**config.mk**
```make
export PLATFORM = sky130hd
export DESIGN_NAME = linear_probe_hash_table_top
export DESIGN_NICKNAME = d
export VERILOG_FILES = /design/src/design/lpht_pkg.sv /design/src/design/linear_probe_hash_table_top.sv /design/src/design/lpht_front.sv /design/src/design/lpht_queue.sv /design/src/design/lpht_back.sv
export SDC_FILE = /design/constraint.sdc
export NUM_CORES = 1
export LEC_CHECK = 0
export ABC_AREA = 0
export BUFFER_PORTS_ARGS = -buffer_cell sky130_fd_sc_hd__buf_2
export CAP_MARGIN = 40
export CORE_AREA = 10 10 280 282
export CTS_BUF_LIST = sky130_fd_sc_hd__clkbuf_8
export DETAILED_ROUTE_END_ITERATION = 16
export DIE_AREA = 0 0 290 292
export PLACE_DENSITY = 0.54
export SLEW_MARGIN = 20
export SYNTH_ARGS = -nofsm -noshare
export SYNTH_HDL_FRONTEND = slang
export SYNTH_HIERARCHICAL = 1
export SYNTH_SLANG_ARGS = --single-unit
```
**constraint.sdc**
```tcl
create_clock -name clk -period 7.25 [get_ports clk]
set_input_delay 0.3625 -clock clk [delete_from_list [all_inputs] [get_ports clk]]
set_output_delay 0.3625 -clock clk [all_outputs]
set_load 0.03 [all_outputs]
```
**src/design/lpht_pkg.sv**
```systemverilog
// Shared types and constants for the linear-probing hash table.
// Used by the front end, the request queue, the probe engine and the top level.
`default_nettype none

package lpht_pkg;

	// Field widths fixed by the interface
	localparam int KEY_W    = 31;
	localparam int OP_W     = 2;
	localparam int STATUS_W = 2;
	localparam int SLOT_W   = 4;

	// Home-slot reduction: one 4-bit digit of the padded key per cycle
	localparam int DIG_W    = 4;
	localparam int DIGITS   = 8;
	localparam int DIGCNT_W = 3;

	// Request operations
	typedef enum logic [OP_W-1:0] {
		OP_INSERT = 2'd0,
		OP_SEARCH = 2'd1,
		OP_REMOVE = 2'd2
	} req_op_t;

	// Reply status codes
	typedef enum logic [STATUS_W-1:0] {
		ST_OK   = 2'd0,
		ST_FULL = 2'd1,
		ST_MISS = 2'd2
	} status_t;

	// One request word as it travels from front end to probe engine
	typedef struct packed {
		req_op_t          op;
		logic [KEY_W-1:0] key;
	} lpht_req_t;

	typedef enum logic [1:0] {
		F_IDLE,
		F_CALC,
		F_HOLD
	} front_state_t;

	typedef enum logic [1:0] {
		B_CLEAR,
		B_IDLE,
		B_PROBE
	} back_state_t;

endpackage

`default_nettype wire

```
**src/design/linear_probe_hash_table_top.sv**
```systemverilog
// Top level of the linear-probing hash table: front end, queue, probe engine.
// Depends on lpht_pkg, lpht_front, lpht_queue and lpht_back.
//
// A request is taken when start is high and busy low. The front end reduces
// the key to its home slot, one 4-bit digit per cycle, then hands the word to a
// two-entry queue, waiting while the queue is full; the probe engine fetches
// the home slot and then probes one slot per cycle, up to TABLE_SIZE slots,
// since the slot memory has a single read port. The reply is registered and
// appears on done/status/slot for exactly one cycle and cannot be held off.
// Front end and engine overlap, so the front end can take a new request while
// the engine is still probing the last one. After reset the engine clears the
// table, during which busy stays high.
`default_nettype none

module linear_probe_hash_table_top import lpht_pkg::*; #(
	parameter int TABLE_SIZE = 16
) (
	input  wire logic                clk,
	input  wire logic                arst_n,
	input  wire logic                start,
	output logic                     busy,
	input  wire logic [OP_W-1:0]     req_type,
	input  wire logic [KEY_W-1:0]    key,
	output logic                     done,
	output logic [STATUS_W-1:0]      status,
	output logic [SLOT_W-1:0]        slot
);

	localparam int IDX_W = $clog2(TABLE_SIZE);

	lpht_req_t          push_req, pop_req;
	logic [IDX_W-1:0]   push_home, pop_home;
	logic               push, pop, full, empty, clearing;

	lpht_front #(.TABLE_SIZE(TABLE_SIZE), .IDX_W(IDX_W)) u_front (
		.clk       (clk),
		.arst_n    (arst_n),
		.start     (start),
		.hold_off  (clearing),
		.req_type  (req_type),
		.key       (key),
		.full      (full),
		.busy      (busy),
		.push      (push),
		.push_req  (push_req),
		.push_home (push_home)
	);

	lpht_queue #(.IDX_W(IDX_W)) u_queue (
		.clk       (clk),
		.arst_n    (arst_n),
		.push      (push),
		.push_req  (push_req),
		.push_home (push_home),
		.pop       (pop),
		.full      (full),
		.empty     (empty),
		.pop_req   (pop_req),
		.pop_home  (pop_home)
	);

	lpht_back #(.TABLE_SIZE(TABLE_SIZE), .IDX_W(IDX_W)) u_back (
		.clk      (clk),
		.arst_n   (arst_n),
		.empty    (empty),
		.pop_req  (pop_req),
		.pop_home (pop_home),
		.pop      (pop),
		.clearing (clearing),
		.done     (done),
		.status   (status),
		.slot     (slot)
	);

endmodule

`default_nettype wire

```
**src/design/lpht_front.sv**
```systemverilog
// Front end: takes a request word and reduces its key to the home slot.
// Depends on lpht_pkg; feeds lpht_queue.
`default_nettype none

module lpht_front import lpht_pkg::*; #(
	parameter int TABLE_SIZE = 16,
	parameter int IDX_W      = 4
) (
	input  wire logic             clk,
	input  wire logic             arst_n,
	input  wire logic             start,
	input  wire logic             hold_off,
	input  wire logic [OP_W-1:0]  req_type,
	input  wire logic [KEY_W-1:0] key,
	input  wire logic             full,
	output logic                  busy,
	output logic                  push,
	output lpht_req_t             push_req,
	output logic [IDX_W-1:0]      push_home
);

	localparam int RW = IDX_W + DIG_W;

	front_state_t             state_q, state_d;
	lpht_req_t                req_q;
	logic [DIGITS*DIG_W-1:0]  sh_q;
	logic [IDX_W-1:0]         rem_q;
	logic [DIGCNT_W-1:0]      dig_q;
	logic [RW-1:0]            rem_ext;
	logic [RW-1:0]            rem_sub;
	logic [RW-1:0]            rem_nxt;
	logic                     accept;

	assign busy      = (state_q != F_IDLE) || hold_off;
	assign accept    = start && !busy;
	assign push      = (state_q == F_HOLD) && !full;
	assign push_req  = req_q;
	assign push_home = rem_q;

	// Fold in the next digit: remainder stays below the table size
	always_comb begin
		rem_ext = {rem_q, sh_q[DIGITS*DIG_W-1 -: DIG_W]};
		rem_sub = '0;
		for (int k = 1; k < (1 << DIG_W); k++) begin
			if (rem_ext >= RW'(k * TABLE_SIZE)) begin
				rem_sub = RW'(k * TABLE_SIZE);
			end
		end
		rem_nxt = rem_ext - rem_sub;
	end

	always_ff @(posedge clk or negedge arst_n) begin
		if (!arst_n) begin
			state_q <= F_IDLE;
		end else begin
			state_q <= state_d;
		end
	end

	always_comb begin
		state_d = state_q;
		unique case (state_q)
			F_IDLE: begin
				if (accept) state_d = F_CALC;
			end
			F_CALC: begin
				if (dig_q == DIGCNT_W'(DIGITS - 1)) state_d = F_HOLD;
			end
			F_HOLD: begin
				if (!full) state_d = F_IDLE;
			end
			default: state_d = F_IDLE;
		endcase
	end

	// Capture the word, then advance one digit per cycle
	always_ff @(posedge clk or negedge arst_n) begin
		if (!arst_n) begin
			dig_q <= '0;
		end else if (accept) begin
			dig_q <= '0;
		end else if (state_q == F_CALC) begin
			dig_q <= dig_q + 1'b1;
		end
	end

	always_ff @(posedge clk) begin
		if (accept) begin
			req_q.op  <= req_op_t'(req_type);
			req_q.key <= key;
			sh_q      <= {1'b0, key};
			rem_q     <= '0;
		end else if (state_q == F_CALC) begin
			sh_q  <= {sh_q[DIGITS*DIG_W-DIG_W-1:0], {DIG_W{1'b0}}};
			rem_q <= rem_nxt[IDX_W-1:0];
		end
	end

endmodule

`default_nettype wire

```
**src/design/lpht_queue.sv**
```systemverilog
// Two-entry queue of classified request words between front end and probe engine.
// Depends on lpht_pkg.
`default_nettype none

module lpht_queue import lpht_pkg::*; #(
	parameter int IDX_W = 4
) (
	input  wire logic             clk,
	input  wire logic             arst_n,
	input  wire logic             push,
	input  wire lpht_req_t        push_req,
	input  wire logic [IDX_W-1:0] push_home,
	input  wire logic             pop,
	output logic                  full,
	output logic                  empty,
	output lpht_req_t             pop_req,
	output logic [IDX_W-1:0]      pop_home
);

	lpht_req_t          req_q  [2];
	logic [IDX_W-1:0]   home_q [2];
	logic               wp_q, rp_q;
	logic [1:0]         cnt_q;

	assign full     = (cnt_q == 2'd2);
	assign empty    = (cnt_q == 2'd0);
	assign pop_req  = req_q[rp_q];
	assign pop_home = home_q[rp_q];

	// Advance pointers and fill count
	always_ff @(posedge clk or negedge arst_n) begin
		if (!arst_n) begin
			wp_q  <= 1'b0;
			rp_q  <= 1'b0;
			cnt_q <= 2'd0;
		end else begin
			if (push) wp_q <= ~wp_q;
			if (pop) rp_q <= ~rp_q;
			if (push && !pop) begin
				cnt_q <= cnt_q + 2'd1;
			end else if (pop && !push) begin
				cnt_q <= cnt_q - 2'd1;
			end
		end
	end

	// Hold the words
	always_ff @(posedge clk) begin
		if (push) begin
			req_q[wp_q]  <= push_req;
			home_q[wp_q] <= push_home;
		end
	end

endmodule

`default_nettype wire

```
**src/design/lpht_back.sv**
```systemverilog
// Probe engine: slot memory, clearing pass, linear probe and reply register.
// Depends on lpht_pkg; pops words from lpht_queue.
`default_nettype none

module lpht_back import lpht_pkg::*; #(
	parameter int TABLE_SIZE = 16,
	parameter int IDX_W      = 4
) (
	input  wire logic               clk,
	input  wire logic               arst_n,
	input  wire logic               empty,
	input  wire lpht_req_t          pop_req,
	input  wire logic [IDX_W-1:0]   pop_home,
	output logic                    pop,
	output logic                    clearing,
	output logic                    done,
	output logic [STATUS_W-1:0]     status,
	output logic [SLOT_W-1:0]       slot
);

	localparam logic [IDX_W-1:0] LAST = IDX_W'(TABLE_SIZE - 1);

	// Each entry: valid mark over the stored key
	logic [KEY_W:0]      mem [TABLE_SIZE];
	logic [KEY_W:0]      rdata_q;

	back_state_t         state_q, state_d;
	lpht_req_t           cur_q, cur_d;
	logic [IDX_W-1:0]    iss_q, iss_d;
	logic [IDX_W-1:0]    ev_q, ev_d;
	logic [IDX_W-1:0]    cnt_q, cnt_d;
	logic [IDX_W-1:0]    clr_q, clr_d;
	logic [IDX_W-1:0]    rd_addr;
	logic [IDX_W-1:0]    wr_addr;
	logic [KEY_W:0]      wr_data;
	logic                wr_en;
	logic                hit;
	logic                res_set;
	status_t             res_status;
	logic                res_ok;
	logic [SLOT_W-1:0]   ev_slot;
	logic                done_q;
	status_t             status_q;
	logic [SLOT_W-1:0]   slot_q;

	function automatic logic [IDX_W-1:0] wrap_inc(input logic [IDX_W-1:0] p);
		wrap_inc = (p == LAST) ? '0 : p + 1'b1;
	endfunction

	generate
		if (IDX_W >= SLOT_W) begin : g_slot_trunc
			assign ev_slot = ev_q[SLOT_W-1:0];
		end else begin : g_slot_ext
			assign ev_slot = {{(SLOT_W-IDX_W){1'b0}}, ev_q};
		end
	endgenerate

	assign clearing = (state_q == B_CLEAR);
	assign done     = done_q;
	assign status   = status_q;
	assign slot     = slot_q;

	// Slot memory: one write and one registered read per cycle
	always_ff @(posedge clk) begin
		if (wr_en) mem[wr_addr] <= wr_data;
		rdata_q <= mem[rd_addr];
	end

	assign hit = (cur_q.op == OP_INSERT) ? !rdata_q[KEY_W]
	           : (rdata_q[KEY_W] && (rdata_q[KEY_W-1:0] == cur_q.key));

	always_ff @(posedge clk or negedge arst_n) begin
		if (!arst_n) begin
			state_q <= B_CLEAR;
			clr_q   <= '0;
			done_q  <= 1'b0;
		end else begin
			state_q <= state_d;
			clr_q   <= clr_d;
			done_q  <= res_set;
		end
	end

	always_ff @(posedge clk) begin
		cur_q <= cur_d;
		iss_q <= iss_d;
		ev_q  <= ev_d;
		cnt_q <= cnt_d;
		if (res_set) begin
			status_q <= res_status;
			slot_q   <= res_ok ? ev_slot : '0;
		end
	end

	// Sequence the clearing pass and the probe of one word
	always_comb begin
		state_d    = state_q;
		cur_d      = cur_q;
		iss_d      = iss_q;
		ev_d       = ev_q;
		cnt_d      = cnt_q;
		clr_d      = clr_q;
		rd_addr    = iss_q;
		wr_en      = 1'b0;
		wr_addr    = ev_q;
		wr_data    = {1'b0, cur_q.key};
		pop        = 1'b0;
		res_set    = 1'b0;
		res_status = ST_MISS;
		res_ok     = 1'b0;
		unique case (state_q)
			B_CLEAR: begin
				wr_en   = 1'b1;
				wr_addr = clr_q;
				wr_data = '0;
				clr_d   = wrap_inc(clr_q);
				if (clr_q == LAST) state_d = B_IDLE;
			end
			B_IDLE: begin
				if (!empty) begin
					pop = 1'b1;
					unique case (pop_req.op) inside
						OP_INSERT, OP_SEARCH, OP_REMOVE: begin
							cur_d   = pop_req;
							ev_d    = pop_home;
							rd_addr = pop_home;
							iss_d   = wrap_inc(pop_home);
							cnt_d   = '0;
							state_d = B_PROBE;
						end
						default: begin
							// unused operation: reply not found at once
							res_set = 1'b1;
						end
					endcase
				end
			end
			B_PROBE: begin
				if (hit) begin
					wr_en      = (cur_q.op != OP_SEARCH);
					wr_data    = {(cur_q.op == OP_INSERT), cur_q.key};
					res_set    = 1'b1;
					res_status = ST_OK;
					res_ok     = 1'b1;
					state_d    = B_IDLE;
				end else if (cnt_q == LAST) begin
					res_set    = 1'b1;
					res_status = (cur_q.op == OP_INSERT) ? ST_FULL : ST_MISS;
					state_d    = B_IDLE;
				end else begin
					ev_d  = iss_q;
					iss_d = wrap_inc(iss_q);
					cnt_d = cnt_q + 1'b1;
				end
			end
			default: state_d = B_IDLE;
		endcase
	end

endmodule

`default_nettype wire

```
## Word-level counts from Yosys, hierarchy flattened

Memory sizes are Yosys's and may differ from the RTL's. A register that Yosys moved wholly into a read port is not among the register bits.
Index checks and enable logic that the tools add are counted.

| storage, ports and cells | value |
|---|---|
| RAM bits | 586 |
| memories | 3 |
| input port bits | 36 |
| output and inout bits | 8 |
| register bits | 136 |

| operators by class | value |
|---|---|
| $add $sub $neg | 8 |
| reductions and logical operators | 26 |
| order comparisons | 14 |
| bitwise logic cells | 5 |
| mux-type cells | 73 |
| eq/ne operators | 23 |

Memories:

| name | depth | bits a word | read ports | clocked after Yosys merged registers in | wr ports | RTL line | source |
|---|---|---|---|---|---|---|---|
| u_back.mem | 16 | 32 | 1 | 1 | 1 | lpht_back.sv:24 | `logic [KEY_W:0] mem [TABLE_SIZE];` |
| u_queue.req_q | 2 | 33 | 1 | 0 | 1 | lpht_queue.sv:20 | `lpht_req_t req_q [2];` |
| u_queue.home_q | 2 | 4 | 1 | 0 | 1 | lpht_queue.sv:21 | `logic [IDX_W-1:0] home_q [2];` |

Operators by type and width:

| kind | number |
|---|---|
| $mux W4 | 33 |
| $ge A8 B8 Y1 const B | 8 |
| $pmux W32 S2 | 1 |
| $mux W31 | 2 |
| $ge A8 B7 Y1 const B | 4 |
| $mux W32 | 1 |
| $eq A31 B31 Y1 | 1 |
| $mux W2 | 13 |
| $pmux W4 S2 | 3 |
| $add A4 B1 Y4 const B | 4 |
| $eq A4 B4 Y1 const B | 4 |
| $ge A8 B6 Y1 const B | 2 |
| $mux W1 | 14 |
| $pmux W2 S3 | 2 |
| $logic_not A2 Y1 | 5 |
| $ne A2 B1 Y1 const B | 5 |
| $eq A2 B2 Y1 const B | 4 |
| $ne A2 B2 Y1 const B | 4 |
| $reduce_bool A2 Y1 | 4 |
| $eq A2 B1 Y1 const B | 3 |
| $mux W3 | 2 |
| $reduce_and A3 Y1 | 2 |
| $reduce_or A3 Y1 | 2 |
| $logic_and A1 B1 Y1 | 5 |
| 12 further kinds | 21 |

## Depth between registers and ports, before layout

| depth | value |
|---|---|
| word-level depth | 16 |
| gate-level depth with buffers | 10 |

## Modules after synthesis

The synthesis kept the hierarchy.

By module, submodules not included:

| module | seq. area each (µm²) | instances | area each (µm²) | cells an instance |
|---|---|---|---|---|
| lpht_back | 17722.0 | 1 | 23143.4 | 1301 |
| lpht_queue | 2322.2 | 1 | 2939.1 | 131 |
| lpht_front | 2147.1 | 1 | 2706.3 | 131 |

## Least setup slack after synthesis

No wires, ideal clock.

| timing path | value |
|---|---|
| path type | flip-flop to flip-flop |
| from | reg u_back/cur_q[32] (netlist bit) |
| to | mem u_back/mem[0][0] (netlist bit) (enable) |
| period minus slack after synthesis | 4.580 ns |
| arrival | 4.112 ns |
| path slack | 2.670 ns |
| stages on the path, launching flop included | 6 |
| cells stage by stage | edfxtp_1 -> or3_1 -> nor2_1 -> nor3_1 -> clkbuf_1 -> nor3b_1 |

| between the ends | value |
|---|---|
| word-level cells in the longest chain between the ends | 6 |
| elaborated cells on any way between the ends | 7 |

Ends and longest elaborated chain:

| what | RTL line | source |
|---|---|---|
| from (decl) | lpht_back.sv:28 | `lpht_req_t cur_q, cur_d;` |
| from (signal assigned) | lpht_back.sv:85 | `cur_q <= cur_d;` |
| $logic_not A2 Y1 | lpht_back.sv:69 | `assign hit = (cur_q.op == OP_INSERT) ? !rdata_q[KEY_W]` |
| $mux W1 | lpht_back.sv:69 |  |
| $mux W1 * | lpht_back.sv:139 | `if (hit) begin` |
| $pmux W1 S2 * | lpht_back.sv:111 | `unique case (state_q)` |
| $mux W1 * | lpht_back.sv:65 | `if (wr_en) mem[wr_addr] <= wr_data;` |
| $mux W1 (not written as such) * | lpht_back.sv:65 |  |
| to (decl) | lpht_back.sv:24 |  |

Every way passes the cells marked *; elsewhere a longest branch is shown, timed or not.

==> reports/results.tsv <==
metric	value	unit
synth_compound_area_share	3.89	%
area_growth	14.4	%
path_max_fanout	96	
slew_headroom	44.1	%
clock_path_buffers	3	
leakage	11.8	nW
dieWidth	290	um
worstPathCellList	buf_4, mux2_2, nand2_1, nand2_4, mux2i_4, buf_12, mux2i_1, o22ai_1, or4_1	
ys_top_cells_by_area	edfxtp_1, mux2i_1, o22ai_1, dfxtp_1, mux2_2	
yosysWarnings	6	
viasPerCell	5.11	
insertion_delay	0.72	ns
ys.flop_type	edfxtp_1	
clock-sinks	754	
critical_path_buf_inv_count	2	
finalNonFillerCells	2791	
ctsRootBufferMaster	clkbuf_8	
fin_crit_sh	51.5	%
powerDensity	426	nW/um^2
drv_cap	0	
grt_start_max_net_pins	97	
synth_top_area_share	73.1	%
avgSynthCellArea	18.4	um^2
fin_util	45.4	%
vias	14300	
drt-initial-drc-count	950	
cts_htree_levels	3	
critPathRequiredTime	7.81	ns
cpPeakStageDelay	0.63	ns
drtAntennaViolNets	0	
nFillCells	6324	
cts_tree	yes	
async_reset_ff_share	2.12	%
netlist_area	28800	um^2
synth_fa_ha_area_share	0.435	%
worstSetupPathType	flop to flop	
synthCells	1563	
fmax	268	MHz
synth-edff-count	701	
finalSetupViolCount	0	
antenna_found_initial	2	
overflow	0	
min_period	3.73	ns
seq_area	22200	um^2
postCtsHoldBufs	34	
synth.distinct_cells	52	
route.detailed.wl_per_inst	22.8	um
hp-class	primary input to flop	
place_congestion	0.752	
status	finished clean	
core_area	72600	um^2
postCtsSetupBuffers	0	
grt_pass1_vias	14800	
crit_slowest_cell	or4_1	
finalClockSkew	0.0330	ns
dr.pass1.iters	6	
ir_drop	0.322	mV
yosys-top-cells-count	edfxtp_1, mux2i_1, o22ai_1	
drive_above_1_share	18.8	%
multi_input_area	6250	um^2
path_clk_slew	0.06	ns
grt.total_usage	14.8	%
fin_setup_tns	0	ns
numPortBuffers	43	
die_area	84700	um^2
rows	99	
numCtsBuffers	116	
synth_seq_cells	754	
route.detailed.drc	0	
startpoint_type	flop	
synthXorXnorAreaFrac	1.25	%
path_delay_family	multiplexers	
slew_violations	0	
io_pins	44	
start_util	39.7	%
synth_nets	1609	
crit_arrival	4.30	ns
rsz0062_at_grt	no	
yosysSeqAreaShare	77.1	%
final-hold-violation-count	0	
worstMarginPinSlew	0.839	ns
post-synth-top-count-cell	edfxtp_1	
dp_hpwl	33300	um
yosys.area.top_type	edfxtp_1	
muxShareOfSynthArea	12.2	%
worst_setup_path_end_kind	flop	
die_h	292	um
placedCellCount	2535	
routed_wl	63800	um
nNetsFinal	1776	
grt_first_pass_wirelength	95000	um
cts.repair.resized	0	
yosys.area_share.simple	3.51	%
synth_top_family_by_area	multiplexers	
-- metrics by stage --
step	total power [mW]	area, um^2	worst slack [ns]	hold WS (ns)
CTS	14.2	32900	3.47	0.0209
global route	14.8	32900	3.27	0.0601
global placement	10.6	30200	3.48	0.324
detailed placement	10.7	30300	3.48	0.328
finish	14.0	32900	3.52	0.0705
floorplan	9.37	28800	2.67	0.0669
-- power breakdown --
group | switching [mW] | internal (mW)
clock network | 1.60 | 1.79
registers | 0.342 | 6.00
logic | 2.70 | 1.62
total | 4.63 | 9.41
-- metal layers --
layer | part of all wire, % | up-vias | GRT usage (%) | wire length (um)
met5 | 0 | - | 0 | 0
met4 | 2.0 | 0 | 4.87 | 1290
met3 | 4.2 | 95 | 2.51 | 2690
met2 | 50 | 306 | 25.1 | 31600
met1 | 44 | 7285 | 19.0 | 28200
li1 | - | 6581 | - | -
-- cell families after synthesis --
logic type / after synthesis
DFF: 754
and+or+nand+nor: 170
adders and majority gates: 10
AOI/OAI and AO/OA: 172
xor gates and xnor gates: 41
buffers and inverters: 82
muxes: 334
-- registers in the layout (all words and copies together) (netlist names), 2 cells and up --
| signal | count |
|---|---|
| u_back/clr_q | 4 |
| u_back/cnt_q | 4 |
| u_back/cur_q | 33 |
| u_back/ev_q | 4 |
| u_back/iss_q | 4 |
| u_back/mem | 512 |
| u_back/rdata_q | 32 |
| u_back/slot | 4 |
| u_back/state_q | 2 |
| u_back/status | 2 |
| u_front/dig_q | 3 |
| u_front/push_home | 4 |
| u_front/push_req | 33 |
| u_front/sh_q | 32 |
| u_front/state_q | 2 |
| u_queue/cnt_q | 2 |
| u_queue/home_q | 8 |
| u_queue/req_q | 66 |
-- area by class of cell --
| type | count | area share, % |
|---|---|---|
| Antenna cell | 1 | 0.00760 |
| Clock buffer | 137 | 5.73 |
| Clock inverter | 82 | 1.22 |
| Inverter | 13 | 0.148 |
| Multi-Input combinational cell | 727 | 19.0 |
| Sequential cell | 754 | 67.4 |
| Tap cell | 959 | 3.64 |
| Timing Repair Buffer | 118 | 2.88 |
-- path summary, 6_finish.rpt --
check,slack [ns],to,startpoint,depth (start not counted)
setup / recovery,3.52,u_back/rdata_q[20],u_queue/rp_q,9
hold / removal,0.07,u_front/state_q[0],start,4
setup reg to reg,3.52,u_back/rdata_q[20],u_queue/rp_q,9
hold reg to reg,0.44,u_queue/req_q[0][24],u_front/push_req[24],0
max in group asynchronous,6.79,u_queue/rp_q,arst_n,2
min in group asynchronous,0.13,u_queue/cnt_q[0],arst_n,2
-- cells in the final DEF (no fill, tap or decap), types with 6 or more instances in the layout --
cell	synthesis	layout
a22o_1	9	9
and2_1	40	39
buf_2	33	45
buf_4	15	32
clkbuf_8	0	137
clkinv_1	0	12
clkinv_2	0	17
dfrtp_1	16	15
dfxtp_1	37	37
dlygate4sd3_1	0	34
edfxtp_1	701	701
ha_1	10	10
inv_1	13	61
mux2_2	49	49
mux2_4	23	23
mux2i_1	259	259
nand2_1	28	27
nor2_1	19	15
nor3_2	0	7
nor3b_2	0	6
nor4_1	9	9
o21ai_0	11	11
o22ai_1	129	129
or4_1	32	32
xor2_1	37	37
-- worst min-delay path, cell delays in order --
cell and delay [ns]:
buf_2 0.11, nand2b_4 0.08, mux2_2 0.15, nor2_1 0.03
No activity file was read; power rests on OpenSTA's default activity.
